[src/sv/rarmt_pkg.sv]
`timescale 1ns / 1ps
// ----------------------------------------------------------------------------
// rarmt_pkg
// Shared constants and control types for the range assign / range min unit.
// ----------------------------------------------------------------------------
package rarmt_pkg;

	localparam int LEAVES_DEF     = 1024;
	localparam int VALUE_BITS_DEF = 32;
	localparam int SLOT_W         = 11;
	localparam int DATA_W         = 32;
	// wide enough to hold any legal LEAVES itself
	localparam int CNT_W          = 17;

	localparam logic FUNC_ASSIGN = 1'b0;
	localparam logic FUNC_QUERY  = 1'b1;

	typedef struct packed {
		logic clear;
		logic load;
		logic step;
	} ctrl_cmd_t;

	typedef struct packed {
		logic done;
		logic clr_last;
		logic is_query;
	} dp_status_t;

endpackage

[src/sv/rarmt_ctrl.sv]
`timescale 1ns / 1ps
// ----------------------------------------------------------------------------
// rarmt_ctrl
// Sequencer: clearing pass, request intake, slot sweep and result handoff.
// ----------------------------------------------------------------------------
module rarmt_ctrl (
	input  logic                  clk,
	input  logic                  arst_n,
	input  logic                  req_valid,
	output logic                  req_ready,
	output logic                  rsp_valid,
	input  logic                  rsp_ready,
	output rarmt_pkg::ctrl_cmd_t  cmd,
	input  rarmt_pkg::dp_status_t status
);
	typedef enum logic [4:0] {
		ST_CLEAR = 5'b00001,
		ST_IDLE  = 5'b00010,
		ST_RUN   = 5'b00100,
		ST_DRAIN = 5'b01000,
		ST_OUT   = 5'b10000
	} state_t;

	state_t state_q, state_d;

	// next state and commands
	always_comb begin
		state_d   = state_q;
		cmd       = '0;
		req_ready = 1'b0;
		rsp_valid = 1'b0;
		unique case (state_q)
			ST_CLEAR: begin
				cmd.clear = 1'b1;
				if (status.clr_last) state_d = ST_IDLE;
			end
			ST_IDLE: begin
				req_ready = 1'b1;
				if (req_valid) begin
					cmd.load = 1'b1;
					state_d  = ST_RUN;
				end
			end
			ST_RUN: begin
				if (!status.done) begin
					cmd.step = 1'b1;
				end else begin
					state_d = status.is_query ? ST_DRAIN : ST_IDLE;
				end
			end
			ST_DRAIN: state_d = ST_OUT;
			ST_OUT: begin
				rsp_valid = 1'b1;
				if (rsp_ready) state_d = ST_IDLE;
			end
			default: state_d = ST_IDLE;
		endcase
	end

	always_ff @(posedge clk or negedge arst_n) begin
		if (!arst_n) state_q <= ST_CLEAR;
		else state_q <= state_d;
	end

endmodule

[config.mk]
export PLATFORM = sky130hd
export DESIGN_NAME = rarmt_ctrl
export DESIGN_NICKNAME = d
export VERILOG_FILES = /design/src/sv/rarmt_pkg.sv /design/src/sv/rarmt_ctrl.sv
export SDC_FILE = /design/constraint.sdc
export NUM_CORES = 1
export LEC_CHECK = 0
export BUFFER_PORTS_ARGS = -buffer_cell sky130_fd_sc_hd__buf_2
export CORE_AREA = 2 2 39 41
export CTS_BUF_LIST = sky130_fd_sc_hd__clkbuf_8
export DETAILED_ROUTE_END_ITERATION = 10
export DIE_AREA = 0 0 41 43
export HOLD_SLACK_MARGIN = 0.15
export PLACE_DENSITY = 0.44
export SYNTH_ARGS = -nofsm -noshare
export SYNTH_HDL_FRONTEND = slang
export SYNTH_SLANG_ARGS = --single-unit
[constraint.sdc]
create_clock -name clk -period 1.6 [get_ports clk]
set_input_delay 0.32 -clock clk [delete_from_list [all_inputs] [get_ports clk]]
set_output_delay 0.32 -clock clk [all_outputs]
set_load 0.02 [all_outputs]
==> key figures, run 1 <==
Power
  – Leak Pwr: 0.254 nW
  – Worst vdd ir: 0.000641 V
  – Pwr Density: 1630 nW/um^2
  – Tot Pwr: 842 uW

Layout
  – Register Area: 126 sq um
  – Final Non-Filler Cells: 69
  – Final instance area: 517 sq um
  – Multi-input gate area: 196 sq um
  – Regs by FF count: state_q x5
  – Diodes inserted: 0
  – Max FFs per register: 5
  – Register with the most flip-flops: state_q
  – P&R area growth vs syn: 68.6%
  – Share of layout cells above drive strength 1: 0.547
  – Nets@finish: 61
  – Fillers: 149

GRT
  – Overall routing resource usage: 0.123
  – Total gr overflow: 0
  – Largest net degree at the start of global routing: 7
  – Initial antenna violation count: 0
  – First-pass GRT wire length: 1.37 mm
  – Number of global-route vias before repair: 334

Timing
  – Post-route setup slack: 0.0203 ns
  – Final setup TNS: 0 ns
  – Clock Skews: 0.000523 ns
  – Period utilization: 0.987
  – Worst-Margin Slew: 0.247 ns
  – Slew Viols, Final: 0
  – Setup violators final: 0
  – Normalized max-slew margin: 0.834
  – Final Hold Fails: 0
  – Max Clk Rate: 633 MHz
  – RSZ-0062 raised after global routing: true
  – Final Critical Period: 1.58 ns

Yosys
  – Main synth FF type: dfrtp_1
  – Synthesis Warnings: 0
  – Syn Nets: 37
  – Async set-or-reset flop fraction in the synthesized netlist: 1.00
  – Seq cells post-synth: 5
  – Avg Cell Area, Syn: 10.2 sq um
  – Cell Area, Synth: 307 sq um
  – Part of the Yosys area used for sequential elements: 0.412
  – Synthesized instance count: 30
  – Yosys cell types: 20
  – Post-synth EDFFs: 0

Route
  – Vias per Instance: 4.57
  – Avg WL per Cell: 11.7 um
  – # DRC: 0
  – Number of DRC markers in iteration 0: 1
  – Drt pass-1 iters: 2
  – Antenna Nets Post-Route: 0
  – Wire length on met2: 432 um
  – Met3 wire length: 41 um
  – Final WL: 808 um
  – Via count: 315
  – WL met1: 328 um
  – Top sig layer: met4

Place
  – Final HPWL from detailed placement: 594 um
  – Dpl cell area: 397 sq um
  – Port Buffer Count: 11
  – Cells after DPL: 59
  – GPL Wtd Cong: 0.739
  – Pre-CTS WS: 0.103 ns

Die
  – Core area: 1380 sq um
  – IO Pins: 12
  – Initial Utilization: 0.222
  – Die W: 41 um
  – Die footprint: 1760 sq um
  – Die H: 43 um
  – Row cnt: 14

Setup path
  – FF-to-FF Start: state_q[0]
  – Flop2flop setup slack: 0.21 ns
  – Arrival @ worst endpoint: 1.26 ns
  – Critical path destination: rsp_valid
  – Setup CP Type: flip-flop to output pin
  – Required @ worst endpoint: 1.28 ns
  – Crit-path max FO: 4
  – CP Capture Type: output pin
  – Critical Path Source: state_q[2]
  – Startpoint Class: flip-flop
  – Reg-to-Reg End: state_q[1]
  – Worst reg2reg path depth: 4

Clock network
  – Reg clk slew, reported paths: 0.03 ns
  – Buffer depth of the longest clock path: 2
  – Worst skew pair latency: 0.22 ns
  – CTS buffer count: 3
  – CTS Sinks: 5
  – H-tree levels: 1
  – Clock root cell: clkbuf_8
  – CTS tree: yes

Status
  – Status: finished clean

Min path
  – Type of the tightest min-delay check: input pin to flip-flop
  – Worst Hold Depth: 3

Run
  – Max_cap viols: 0
## critical path, cell delays in order (launching register included)
cell	delay, ns
dfrtp_1	0.41
or3_4	0.38
nor2_1	0.11
buf_4	0.14
## placed cells by master (no fill, tap or decap)
cell type	n
buf_4	9
buf_2	8
nor2_1	5
dfrtp_1	4
clkbuf_8	3
and3_1	2
nor3_4	1
nor2b_2	1
and2_1	1
and4bb_4	1
nor2_2	1
or3_4	1
nand2b_1	1
or2_1	1
and4b_1	1
nor3_2	1
and3b_1	1
o21ai_0	1
o311a_1	1
nand3b_1	1
o41ai_2	1
nand2_1	1
nor4_1	1
mux2i_1	1
inv_1	1
dlygate4sd3_1	1
buf_6	1
dfstp_2	1
## cells by family (layout without fill, tap and decap cells)
kind of cell | after synthesis | in the layout | share of synthesized area
compound gates | 3 | 3 | 0.102
buf+inv | 0 | 23 | 0
flops | 5 | 5 | 0.412
mux | 1 | 1 | 0.0327
simple gates | 21 | 21 | 0.453
## what timing repair did
| action | in CTS | in global routing |
|---|---|---|
| endpoints found under the hold margin | 5 | 0 |
| buffers inserted | 5 | 0 |
| gates resized for setup | 4 | 4 |
| hold buffers | 1 | 0 |
| setup endpoints to repair | 3 | 4 |
| pin swaps | 3 | 2 |
## cells in the mapped netlist, types with 2 or more instances
master,count,share of area
and3_1,2,0.041
nor3_2,2,0.065
nor2_1,6,0.073
dfrtp_1,4,0.33
## stage by stage
step,util,hold WS (ns)
after global placement,0.287,0.136
after CTS,0.365,0.398
after detailed placement,0.287,0.140
after global routing,0.373,0.407
final,0.373,0.406
after floorplan,-,0.0244
## power breakdown
group	total, mW	switching, mW	internal, mW
Sequential	0.194	0.0335	0.161
Clock	0.225	0.0609	0.164
Combinational	0.423	0.193	0.230
## per-layer routing
| metal | track usage | vias up |
|---|---|---|
| met3 | 0.0628 | 2 |
| met4 | 0.0800 | 0 |
| met2 | 0.172 | 8 |
| met5 | 0 | - |
| li1 | - | 156 |
| met1 | 0.141 | 149 |
## layout make-up
class | count | share of cell area
tap | 16 | 0.0387
sequential | 5 | 0.245
timing repair buffer | 19 | 0.249
multi-input combinational | 25 | 0.380
clock inverter | 1 | 0.00726
clock buffer | 3 | 0.0799
## worst min path at each step
stage                       to  startpoint  slack (ns)
detailed placement  state_q[4]      arst_n        0.14
floorplan           state_q[1]      arst_n        0.02
global placement    state_q[4]      arst_n        0.14
finish              state_q[1]   req_valid        0.41
global route        state_q[1]   req_valid        0.41
CTS                 state_q[1]   req_valid        0.40
Note: power is estimated with default switching activity, not from simulation.
==> run 2, diff against run 1 <==
BUFFER_PORTS_ARGS = -buffer_cell sky130_fd_sc_hd__buf_4   (was -buffer_cell sky130_fd_sc_hd__buf_2)
GPL_TIMING_DRIVEN = 0   (was default)
==> run 2 against run 1 <==
Compared with the run above: utilization increased by 2.4 points; clock power is 4% higher; die area unchanged; worst hold slack got worse by 0.027 ns; via count fell by 1.9%; global-route usage decreased by 1.8 points; first-iteration DRC count grew to 9.0 times the previous value; routed wire length decreased by 5.9%.
==> key figures, run 2 (synthesis gave the netlist of run 1 again) <==
Setup path
  – Worst path slowest cell: dfrtp_2
  – Setup CP Type: flip-flop to output pin
  – Cells along the critical path: nor3_4, and4bb_4, buf_6
  – Crit-path max FO: 4 (unchanged)
  – Arrival @ worst endpoint: 1.26 ns (about the same)
  – Crit path buffers/inverters: 1 (unchanged)
  – Required @ worst endpoint: 1.28 ns (about the same)
  – Crit-path max cell delay: 0.43 ns (+0.02 ns)
  – Top delay family on crit path: simple AND/OR/NAND/NOR gates
  – Startpoint Class: flip-flop
  – CP Capture Type: output pin

Layout
  – Final core utilization: 0.397 (+0.0235)
  – Share of layout cells above drive strength 1: 0.604 (+0.0566)
  – Regs by FF count: state_q x5
  – Nets@finish: 61 (unchanged)
  – Multi-input gate area: 201 sq um (+2.5%)
  – Most common cell after layout, fill and taps aside: buf_4
  – Commonest non-fill, non-tap cells in the layout: buf_4 (16), nor2_1 (5), clkbuf_8 (3)
  – Register Area: 129 sq um (+2.0%)
  – Final Non-Filler Cells: 69 (unchanged)
  – Max FFs per register: 5 (unchanged)
  – P&R area growth vs syn: 79.2%
  – Register with the most flip-flops: state_q
  – Diodes inserted: 0 (unchanged)
  – Fillers: 141 (-5.4%)

Power
  – Worst vdd ir: 0.000525 V (-18%)
  – Pwr Density: 1590 nW/um^2 (-2.2%)
  – Leak Pwr: 0.257 nW (+1.1%)

Timing
  – Clock Skews: 0.00414 ns (+0.00362 ns)
  – Worst-Margin Slew: 0.227 ns (-0.0198 ns)
  – Slew Viols, Final: 0 (unchanged)
  – RSZ-0062 raised after global routing: true
  – Normalized max-slew margin: 0.848 (+0.0139)
  – Final Critical Period: 1.58 ns (-0.00255 ns)
  – Post-route setup slack: 0.0229 ns (+0.00255 ns)
  – Worst hold-check slack: 0.379 ns (-0.0273 ns)
  – Setup violators final: 0 (unchanged)
  – Final Hold Fails: 0 (unchanged)
  – Max Clk Rate: 634 MHz (+0.16%)
  – Period utilization: 0.986 (-0.00159)

Route
  – Number of DRC markers in iteration 0: 9 (+8)
  – Drt pass-1 iters: 2 (unchanged)
  – Via count: 309 (-1.9%)
  – # DRC: 0 (unchanged)
  – Antenna Nets Post-Route: 0 (unchanged)
  – Final WL: 760 um (-5.9%)
  – Vias per Instance: 4.48 (-1.9%)
  – Avg WL per Cell: 11.0 um (-5.9%)

Clock network
  – Worst skew pair latency: 0.22 ns (about the same)
  – CTS tree: yes
  – CTS Sinks: 5 (unchanged)
  – H-tree levels: 1 (unchanged)
  – Clock root cell: clkbuf_8
  – Buffer depth of the longest clock path: 2 (unchanged)
  – CTS buffer count: 3 (unchanged)
  – Reg clk slew, reported paths: 0.04 ns (about the same)

Place
  – Port Buffer Count: 11 (unchanged)
  – Pre-CTS WS: 0.0734 ns (-0.0298 ns)
  – Final HPWL from detailed placement: 500 um (-16%)
  – GPL Wtd Cong: 0.691 (-6.5%)
  – Cells after DPL: 57 (-3.4%)

Die
  – Die W: 41 um (unchanged)
  – Core area: 1380 sq um (unchanged)
  – Die footprint: 1760 sq um (unchanged)
  – Die H: 43 um (unchanged)
  – Initial Utilization: 0.222 (unchanged)
  – IO Pins: 12 (unchanged)
  – Row cnt: 14 (unchanged)

GRT
  – First-pass GRT wire length: 1.19 mm (-14%)
  – Initial antenna violation count: 0 (unchanged)
  – Largest net degree at the start of global routing: 7 (unchanged)
  – Number of global-route vias before repair: 290 (-13%)
  – Total gr overflow: 0 (unchanged)
  – Overall routing resource usage: 0.105 (-0.0180)

Min path
  – Type of the tightest min-delay check: input pin to flip-flop

Status
  – Status: finished clean

Run
  – Max_cap viols: 0 (unchanged)
-- run 2: changes by cell type in the layout (fill, tap and decap cells not counted), sizes merged --
cell	delta
clkinv	+1
inv	-1
-- run 2: area by class of cell --
class / instances / area share
Multi-Input combinational cell: 25 / 0.367
Clock inverter: 1 / 0.00911
Clock buffer: 3 / 0.0752
Sequential cell: 5 / 0.235
Tap cell: 16 / 0.0364
Timing Repair Buffer: 19 / 0.278
-- run 2: timing repair --
action,CTS,global route
gates resized for setup,6,3
hold buffers,1,0
gates cloned,0,0
pin swaps,3,4
endpoints found under the setup margin,4,4
buffers inserted,6,1
endpoints found under the hold margin,5,0
-- run 2: per-layer routing --
metal / routed length, um / part of all wire / vias to the layer above / GRT usage
met5: 0 / 0 / - / 0
met4: 15 / 0.020 / 0 / 0.0800
met3: 41 / 0.054 / 2 / 0.0314
met2: 376 / 0.49 / 8 / 0.147
met1: 327 / 0.43 / 140 / 0.129
li1: - / - / 159 / -
-- run 2: stage by stage --
step | total power, mW | cell area [sq um] | TNS, ns
2_1_floorplan | 0.413 | 307 | 0
3_3_place_gp | 0.516 | 409 | 0
3_5_place_dp | 0.518 | 409 | 0
4_1_cts | 0.867 | 534 | 0
5_1_grt | 0.938 | 549 | -0.0299
6_report | 0.876 | 549 | 0
-- run 2: worst min-delay path, cell delays in order --
cell and delay (ns):
buf_4 0.08, nand3b_1 0.10, o41ai_2 0.06
-- run 2: worst paths after layout --
| path | startpoint | end | slack (ns) | cells past startpoint |
|---|---|---|---|---|
| worst max-delay path | state_q[4] | cmd[0] | 0.02 | 3 |
| worst min-delay path | req_valid | state_q[1] | 0.38 | 3 |
| worst max register to register | state_q[0] | state_q[1] | 0.21 | 4 |
| worst min register to register | state_q[0] | state_q[0] | 0.65 | 1 |
| max in group asynchronous | arst_n | state_q[0] | 0.97 | 2 |
| min in group asynchronous | arst_n | state_q[3] | 0.43 | 2 |
-- run 2: power by group --
part,total [mW],switching (mW),internal (mW),leakage (nW)
clock network,0.234,0.0664,0.168,0.0255
logic,0.447,0.201,0.245,0.172
registers,0.195,0.0333,0.162,0.0587
total,0.876,0.301,0.575,0.257
==> run 3, diff against run 2 <==
SETUP_SLACK_MARGIN = 0.1   (was default)
==> run 3 against run 2 <==
Compared with the run above: critical path type unchanged; largest power group unchanged; clock skew about the same; register-to-register slack about the same; clock-buffer cell count unchanged; clock power about the same; non-clock buffer count down 1.
==> key figures, run 3 (synthesis gave the netlist of run 1 again) <==
Die
  – Die W: 41 um (unchanged)
  – Die H: 43 um (unchanged)
  – Core area: 1380 sq um (unchanged)
  – Die footprint: 1760 sq um (unchanged)
  – Initial Utilization: 0.222 (unchanged)
  – Row cnt: 14 (unchanged)
  – IO Pins: 12 (unchanged)

Timing
  – Setup violators final: 0 (unchanged)
  – Worst-Margin Slew: 0.227 ns (-0.000522 ns)
  – Max Clk Rate: 636 MHz (+0.23%)
  – Clock Skews: 0.00449 ns (+0.000354 ns)
  – Normalized max-slew margin: 0.847 (about the same)
  – Final Hold Fails: 0 (unchanged)
  – Worst hold-check slack: 0.379 ns (+0.000670 ns)
  – Slew Viols, Final: 0 (unchanged)
  – Final Critical Period: 1.57 ns (-0.00362 ns)
  – Period utilization: 0.983 (-0.00226)
  – RSZ-0062 raised after global routing: true

Layout
  – Share of layout cells above drive strength 1: 0.635 (+0.0308)
  – Final instance area: 559 sq um (+1.8%)
  – Register with the most flip-flops: state_q
  – Max FFs per register: 5 (unchanged)
  – Nets@finish: 60 (-1.6%)
  – Commonest non-fill, non-tap cells in the layout: buf_4 (13), buf_6 (4), nor2_1 (3), clkbuf_8 (3)
  – Regs by FF count: state_q x5
  – P&R area growth vs syn: 82.4%
  – Diodes inserted: 0 (unchanged)
  – Most common cell after layout, fill and taps aside: buf_4

GRT
  – Overall routing resource usage: 0.111 (+0.00607)
  – Largest net degree at the start of global routing: 7 (unchanged)
  – Total gr overflow: 0 (unchanged)
  – Initial antenna violation count: 0 (unchanged)
  – Number of global-route vias before repair: 320 (+10%)
  – First-pass GRT wire length: 1.27 mm (+7.0%)

Route
  – Drt pass-1 iters: 2 (unchanged)
  – Final WL: 796 um (+4.7%)
  – Antenna Nets Post-Route: 0 (unchanged)
  – Vias per Instance: 4.49 (+0.16%)
  – Number of DRC markers in iteration 0: 1 (-8)
  – Avg WL per Cell: 11.7 um (+6.3%)
  – Via count: 305 (-1.3%)
  – # DRC: 0 (unchanged)

Power
  – Leak Pwr: 0.254 nW (-1.0%)
  – Pwr Density: 1630 nW/um^2 (+2.4%)
  – Worst vdd ir: 0.000537 V (+2.4%)

Min path
  – Type of the tightest min-delay check: input pin to flip-flop

Setup path
  – Crit-path max cell delay: 0.41 ns (-0.02 ns)
  – Cells along the critical path: nor3_4, and4bb_4, buf_6
  – Setup CP Type: flip-flop to output pin
  – Arrival @ worst endpoint: 1.25 ns (about the same)
  – Startpoint Class: flip-flop
  – Crit path buffers/inverters: 1 (unchanged)
  – Worst path slowest cell: dfrtp_2
  – CP Capture Type: output pin
  – Crit-path max FO: 4 (unchanged)
  – Top delay family on crit path: simple AND/OR/NAND/NOR gates
  – Required @ worst endpoint: 1.28 ns (about the same)

Clock network
  – H-tree levels: 1 (unchanged)
  – CTS buffer count: 3 (unchanged)
  – CTS Sinks: 5 (unchanged)
  – CTS tree: yes
  – Worst skew pair latency: 0.22 ns (about the same)
  – Buffer depth of the longest clock path: 2 (unchanged)
  – Clock root cell: clkbuf_8
  – Reg clk slew, reported paths: 0.04 ns (about the same)

Place
  – GPL Wtd Cong: 0.691 (unchanged)
  – Port Buffer Count: 11 (unchanged)
  – Dpl cell area: 409 sq um (unchanged)
  – Final HPWL from detailed placement: 500 um (unchanged)

Status
  – Status: finished clean

Run
  – Max_cap viols: 0 (unchanged)
[run 3: cell count changes in the layout (fill, tap and decap cells not counted)]
cell | previous run | this run
nor2_2 | 0 | 1
nor2_4 | 1 | 2
buf_4 | 16 | 13
buf_6 | 2 | 4
nor2_1 | 5 | 3
[run 3: report_power, final]
group	switching, mW	internal (mW)	leakage [nW]
Sequential	0.0360	0.162	0.0587
Clock	0.0668	0.168	0.0255
Combinational	0.216	0.266	0.170
Total	0.319	0.595	0.254
[run 3: worst reg2reg max path: cells and delay by family (launching register included)]
family          cells  cell delay [ns]
simple gates        2             0.64
compound gates      1             0.10
flops               1             0.39
buf+inv             1             0.15
[run 3: metrics by stage]
step	utilization	setup TNS [ns]	total power, mW	setup WS [ns]	cells
floorplan	-	0	0.413	0.152	30
global placement	0.296	0	0.516	0.0972	57
detailed placement	0.296	0	0.518	0.0734	57
CTS	0.391	0	0.878	0.0284	68
global route	0.404	-0.0204	0.976	-0.0158	68
finish	0.404	0	0.914	0.0265	68
[run 3: final cells by class]
type                    instances  area, sq um
clock inverters                 1         5.00
clock buffers                   3         41.3
well taps                      16         20.0
multi-input cells              25          211
repair buffers                 18          153
flip-flops and latches          5          129
fillers                       143          825
[run 3: per-layer routing]
layer	track usage	vias up	wire, um
li1	-	156	-
met1	0.129	139	332
met2	0.166	8	410
met3	0.0314	2	38
met4	0.0800	0	15
met5	0	-	0
[run 3: what timing repair did]
action,4_1_cts,5_1_grt
cloned,0,0
buffers inserted,6,0
gates resized for setup,8,6
pin swaps,4,1
endpoints found under the hold margin,5,0
setup endpoints to repair,4,5
hold buffers,1,0
[run 3: worst paths after layout]
| check | startpoint | to | slack (ns) | cells after the start |
|---|---|---|---|---|
| min in group asynchronous | arst_n | state_q[3] | 0.43 | 2 |
| min reg2reg | state_q[4] | state_q[4] | 0.64 | 2 |
| max in group asynchronous | arst_n | state_q[0] | 0.97 | 2 |
| max reg2reg | state_q[1] | state_q[1] | 0.20 | 4 |
| max | state_q[3] | cmd[0] | 0.03 | 3 |
| min | req_valid | state_q[1] | 0.38 | 3 |
